<file path="src/rtl/bsa_pkg.sv">
package bsa_pkg;

    // Default build sizes.
    localparam int DEF_MAX_WIDTH   = 1024;
    localparam int DEF_MAX_HEIGHT  = 1024;
    localparam int DEF_SAMPLE_BITS = 8;

    // Fixed port field widths.
    localparam int SAMPLE_W = 8;
    localparam int COORD_W  = 10;
    localparam int SUM_W    = 12;
    localparam int DIM_W    = 11;

    // Reset value of both frame size registers.
    localparam logic [DIM_W-1:0] DIM_RESET = 11'd1024;

    // Configuration register indexes.
    typedef enum logic {
        CFG_FRAME_WIDTH  = 1'b0,
        CFG_FRAME_HEIGHT = 1'b1
    } t_cfg_index;

    // Controls for the row store.
    typedef struct packed {
        logic rd_en;
        logic wr_en;
    } t_ls_ctl;

    // Controls for the window and maximum tracker.
    typedef struct packed {
        logic shift;
        logic adv;
        logic s2_valid;
        logic s2_interior;
        logic s2_last;
    } t_trk_ctl;

endpackage

</file>
<file path="src/rtl/bsa_track.sv">
module bsa_track #(
    parameter int  MAX_WIDTH  = bsa_pkg::DEF_MAX_WIDTH,
    parameter int  MAX_HEIGHT = bsa_pkg::DEF_MAX_HEIGHT,
    parameter int  SB         = bsa_pkg::DEF_SAMPLE_BITS,
    localparam int CW         = $clog2(MAX_WIDTH),
    localparam int RW         = $clog2(MAX_HEIGHT)
) (
    input  logic                         i_clk,
    input  logic                         i_rst_n,
    input  bsa_pkg::t_trk_ctl            i_ctl,
    input  logic [SB+1:0]                i_col_sum,
    input  logic [CW-1:0]                i_x,
    input  logic [RW-1:0]                i_y,
    input  logic                         i_out_stall,
    output logic                         o_out_valid,
    output logic [bsa_pkg::COORD_W-1:0]  o_best_x,
    output logic [bsa_pkg::COORD_W-1:0]  o_best_y,
    output logic [bsa_pkg::SUM_W-1:0]    o_best_sum
);
    import bsa_pkg::*;

    localparam int SW = SB + 4;

    logic [SB+1:0] r_wc0, r_wc1, r_wc2;
    logic [SW-1:0] w_sum;
    logic [SW-1:0] r_max_sum, n_max_sum;
    logic [CW-1:0] r_max_x, n_max_x;
    logic [RW-1:0] r_max_y, n_max_y;
    logic          r_out_valid;
    logic [CW-1:0] r_out_x;
    logic [RW-1:0] r_out_y;
    logic [SW-1:0] r_out_sum;
    logic          w_take;
    logic          w_better;
    logic          w_emit;

    // Three most recent column sums form the window.
    always_ff @(posedge i_clk) begin
        if (!i_rst_n) begin
            r_wc0 <= '0;
            r_wc1 <= '0;
            r_wc2 <= '0;
        end else if (i_ctl.shift) begin
            r_wc0 <= r_wc1;
            r_wc1 <= r_wc2;
            r_wc2 <= i_col_sum;
        end
    end

    assign w_sum = SW'(r_wc0) + SW'(r_wc1) + SW'(r_wc2);

    // Strict greater-than keeps the first maximum in raster order.
    assign w_take   = i_ctl.adv && i_ctl.s2_valid;
    assign w_better = w_take && i_ctl.s2_interior && (w_sum > r_max_sum);
    assign w_emit   = w_take && i_ctl.s2_last;

    always_comb begin
        n_max_sum = r_max_sum;
        n_max_x   = r_max_x;
        n_max_y   = r_max_y;
        if (w_better) begin
            n_max_sum = w_sum;
            n_max_x   = i_x - CW'(1);
            n_max_y   = i_y - RW'(1);
        end
    end

    // Running best and result valid; a frame end hands the best over and clears it.
    always_ff @(posedge i_clk) begin
        if (!i_rst_n) begin
            r_max_sum   <= '0;
            r_max_x     <= '0;
            r_max_y     <= '0;
            r_out_valid <= 1'b0;
        end else if (w_emit) begin
            r_max_sum   <= '0;
            r_max_x     <= '0;
            r_max_y     <= '0;
            r_out_valid <= 1'b1;
        end else begin
            r_max_sum <= n_max_sum;
            r_max_x   <= n_max_x;
            r_max_y   <= n_max_y;
            if (r_out_valid && !i_out_stall) begin
                r_out_valid <= 1'b0;
            end
        end
    end

    // Result payload.
    always_ff @(posedge i_clk) begin
        if (w_emit) begin
            r_out_x   <= n_max_x;
            r_out_y   <= n_max_y;
            r_out_sum <= n_max_sum;
        end
    end

    assign o_out_valid = r_out_valid;
    assign o_best_x    = COORD_W'(r_out_x);
    assign o_best_y    = COORD_W'(r_out_y);
    assign o_best_sum  = SUM_W'(r_out_sum);

    a_emit_loads: assert property (@(posedge i_clk) disable iff (!i_rst_n)
        w_emit |=> r_out_valid && (r_max_sum == '0))
        else $error("frame end did not load the result and clear the best sum");

    a_best_grows: assert property (@(posedge i_clk) disable iff (!i_rst_n)
        !w_emit |=> r_max_sum >= $past(r_max_sum))
        else $error("best sum dropped within a frame");

endmodule

</file>
<file path="config.mk">
export PLATFORM = sky130hd
export DESIGN_NAME = bsa_track
export DESIGN_NICKNAME = d
export VERILOG_FILES = /design/src/rtl/bsa_pkg.sv /design/src/rtl/bsa_track.sv
export SDC_FILE = /design/constraint.sdc
export NUM_CORES = 1
export LEC_CHECK = 0
export BUFFER_PORTS_ARGS = -buffer_cell sky130_fd_sc_hd__buf_2
export CAP_MARGIN = 20
export CORE_MARGIN = 2
export CORE_UTILIZATION = 58
export CTS_CLUSTER_SIZE = 16
export DETAILED_ROUTE_END_ITERATION = 16
export PLACE_DENSITY = 0.79
export REMOVE_ABC_BUFFERS = 1
export SYNTH_ARGS = -nofsm -noshare
export SYNTH_HDL_FRONTEND = slang
export SYNTH_SLANG_ARGS = --single-unit
</file>
<file path="constraint.sdc">
create_clock -name i_clk -period 5.3 [get_ports i_clk]
set_input_delay 1.06 -clock i_clk [delete_from_list [all_inputs] [get_ports i_clk]]
set_output_delay 1.06 -clock i_clk [all_outputs]
set_load 0.02 [all_outputs]
</file>
==> impl_metrics.tcl <==
set metrics [dict create \
    outcome "finished, final reports clean" \
    finClkSkew_ps 9.706 \
    synth.area.mux_share_pct 11.02 \
    instances_no_fill 673 \
    cp_max_fo 22 \
    synth_compound_area_share_pct 15.11 \
    synth_top_family_by_area "compound AO/OA/AOI/OAI gates" \
    gp_congestion 0.8492 \
    first_pass_iters 5 \
    clockBufferDepth 2 \
    synth_edf_count 32 \
    syn_avg_cell_area_um2 10.67 \
    port-buffer-count 70 \
    startpoint_type "flip-flop" \
    vias_per_cell 5.834 \
    area_growth_pct 11.49 \
    worst-setup-path-type "flip-flop to flip-flop" \
    antenna_found_initial 0 \
    cts_hold_buf 0 \
    ys_ff_latch 95 \
    antenna_left 0 \
    cts_tree "built" \
    cts_buffers 9 \
    routedWlPerCell_um 15.79 \
    critPathLaunch "r_wc2[1]" \
    cts-resized-gates 0 \
    synth.distinct_cells 68 \
    grt_max_degree 34 \
    min_from "r_max_x[9]" \
    seq_area_frac_synth_pct 42.00 \
    die_area_um2 9903 \
    fin_crit_ps 4780 \
    grt.total_usage_pct 22.15 \
    path_buf_inv 3 \
    path_delay_family "adder cells" \
    cp.arrival_ps 4910 \
    fp.dieW_um 99.52 \
    dp_worst_setup_slack_ps 580.0 \
    rsz0062_at_grt "no" \
    grt_pass1_vias 3789 \
    max_cap_violations 0 \
    min_path_type "flip-flop to flip-flop" \
    drtIter0Drc 213 \
    syn_area_um2 5291 \
    final_net_count 632 \
    path_clk_slew_ps 100 \
    num_vias 3926 \
    die_h_um 99.52 \
    drt_wl_total_um 10630 \
    slowest_stage "fa_1" \
    synthCells 496 \
    clkLatencyLatePin_ps 370 \
    cts_setup_buffers 0 \
    ys.flop_type "dfxtp_1" \
    finalPower_mw 1.590 \
    dp_cells 657 \
    numClockSinks 95 \
    htree_levels 3 \
    r2r-start "r_wc2[1]" \
    grt_pass1_wl_um 17550 \
    synthAdderAreaFrac_pct 9.600 \
    timing.hold.ws_ps 464.7 \
    synth-xor-area-share_pct 2.648 \
    worstMarginPinSlew_ps 974.6 \
    antenna_cells 0 \
    fin_util_pct 67.32 \
    p_leak_nw 2.519 \
    worstPathCellList "inv_1 > fa_1 > inv_1 > ha_1 > fa_1 > a211o_1 > a21o_1 > a211o_1 > and2_4 > ha_1 > and4_1 > nand2_1 > a31oi_4 > buf_4 > mux2_2" \
    finalWorstSetupSlack_ps 519.8 \
    synth_simple_gate_area_share_pct 14.40 \
    vdd_ir_drop_max_uv 138.9 \
    core_um2 8763 \
    overflow 0 \
    root_buffer "clkbuf_8" \
    initial_core_util_pct 60.38 \
    hold_violations 0 \
    async_reset_ff_share_pct 0 \
    setup_viol 0 \
    powerDensity_nw_per_um2 269.6 \
    layout-drive-gt1-share_pct 20.71 \
    io_pins 71 \
    slew_violations 0 \
    required_ps 5430 \
    dpl.hpwl_um 7781 \
    timing.fmax_mhz 209.2 \
    yosys_warnings 0 \
    period_share_pct 90.19 \
    rows 34 \
    crit_path_max_incr_delay_ps 470 \
    drc 0 \
    maxSlewHeadroom_pct 35.03 \
    endpoint_kind "flip-flop" \
]
==> synthesized netlist by cell type, types with 5 or more instances <==
library cell	count	area share, %
a21oi_1	18	1.7
dfxtp_1	63	24
nand2_1	31	2.2
clkbuf_1	11	0.78
a211oi_1	10	1.4
a31oi_1	7	0.83
inv_1	42	3.0
edfxtp_1	32	18
a221oi_1	6	0.99
a311oi_1	7	1.2
mux2_1	8	1.7
nand4_1	6	0.71
fa_1	11	4.2
buf_2	5	0.47
mux2i_1	44	8.3
o21a_1	6	0.85
and3_1	10	1.2
xor2_1	13	2.2
nor2_1	11	0.78
ha_1	23	5.4
nor2b_1	32	3.8
a22oi_1	5	0.71
o21ai_0	8	0.76
==> routing by layer <==
metal | global-route usage, % | up-vias | routed length (µm)
met5 | 0 | - | 0
met4 | 8.008 | 0 | 204
met3 | 4.076 | 17 | 540
met2 | 37.11 | 130 | 5213
met1 | 28.86 | 1843 | 4669
li1 | - | 1936 | -
==> through the flow <==
stage / instance area [µm²] / setup TNS (ps)
floorplan: 5172 / -121.6
global route: 5899 / 0
global placement: 5712 / 0
CTS: 5899 / 0
finish: 5899 / 0
detailed placement: 5712 / 0
==> worst paths after layout <==
path / slack, ps / to / cells past startpoint
setup / recovery: 520 / o_best_sum[11] / 15
hold / removal: 460 / r_max_x[9] / 2
setup reg to reg: 520 / o_best_sum[11] / 15
hold reg to reg: 460 / r_max_x[9] / 2
==> where the power goes <==
group | switching (mW) | internal, mW | leakage (nW)
Combinational | 0.210 | 0.124 | 1.62
Sequential | 0.0155 | 0.787 | 0.812
Clock | 0.274 | 0.180 | 0.0899
==> registers in the layout, indices dropped and copies added, names as in the netlist <==
register	cells
r_max_y	10
o_best_y	10
r_wc2	10
o_best_x	10
r_max_sum	12
o_out_valid	1
r_wc0	10
r_wc1	10
r_max_x	10
o_best_sum	12
==> cells in the final DEF (no fill, tap or decap), types with 9 or more instances in the layout <==
| master | Yosys | routed |
|---|---|---|
| buf_2 | 5 | 70 |
| dfxtp_1 | 63 | 63 |
| mux2i_1 | 44 | 44 |
| inv_1 | 42 | 42 |
| nor2b_1 | 32 | 32 |
| edfxtp_1 | 32 | 32 |
| nand2_1 | 31 | 31 |
| ha_1 | 23 | 23 |
| a21oi_1 | 18 | 18 |
| xor2_1 | 13 | 13 |
| nor2_1 | 11 | 11 |
| fa_1 | 11 | 11 |
| and3_1 | 10 | 10 |
| a211oi_1 | 10 | 10 |
| clkbuf_8 | 0 | 9 |
==> worst reg2reg max path, stage by stage, from the launching register on <==
cell     delay (ps)
dfxtp_1         380
inv_1            70
fa_1            470
inv_1            40
ha_1            230
fa_1            410
a211o_1         350
a21o_1          170
a211o_1         310
and2_4          170
ha_1            320
and4_1          290
nand2_1         340
a31oi_4         270
buf_4           340
mux2_2          380
==> area by class of cell <==
class,count,area [µm²]
clock buffer,9,123.9
multi-input combinational,336,2801
sequential,95,2222
tap,108,135.1
clock inverter,7,63.81
fill,699,2864
timing repair buffer,76,395.4
inverter,42,157.7
==> kinds of logic (layout without fill, tap and decap cells) <==
family | count (synthesis) | in the layout
compound gates | 102 | 102
xor+xnor | 16 | 16
fa+ha+maj | 34 | 34
buf+inv | 65 | 134
flops | 95 | 95
mux | 56 | 56
simple gates | 128 | 128
Power figures use the tool's default switching activity.
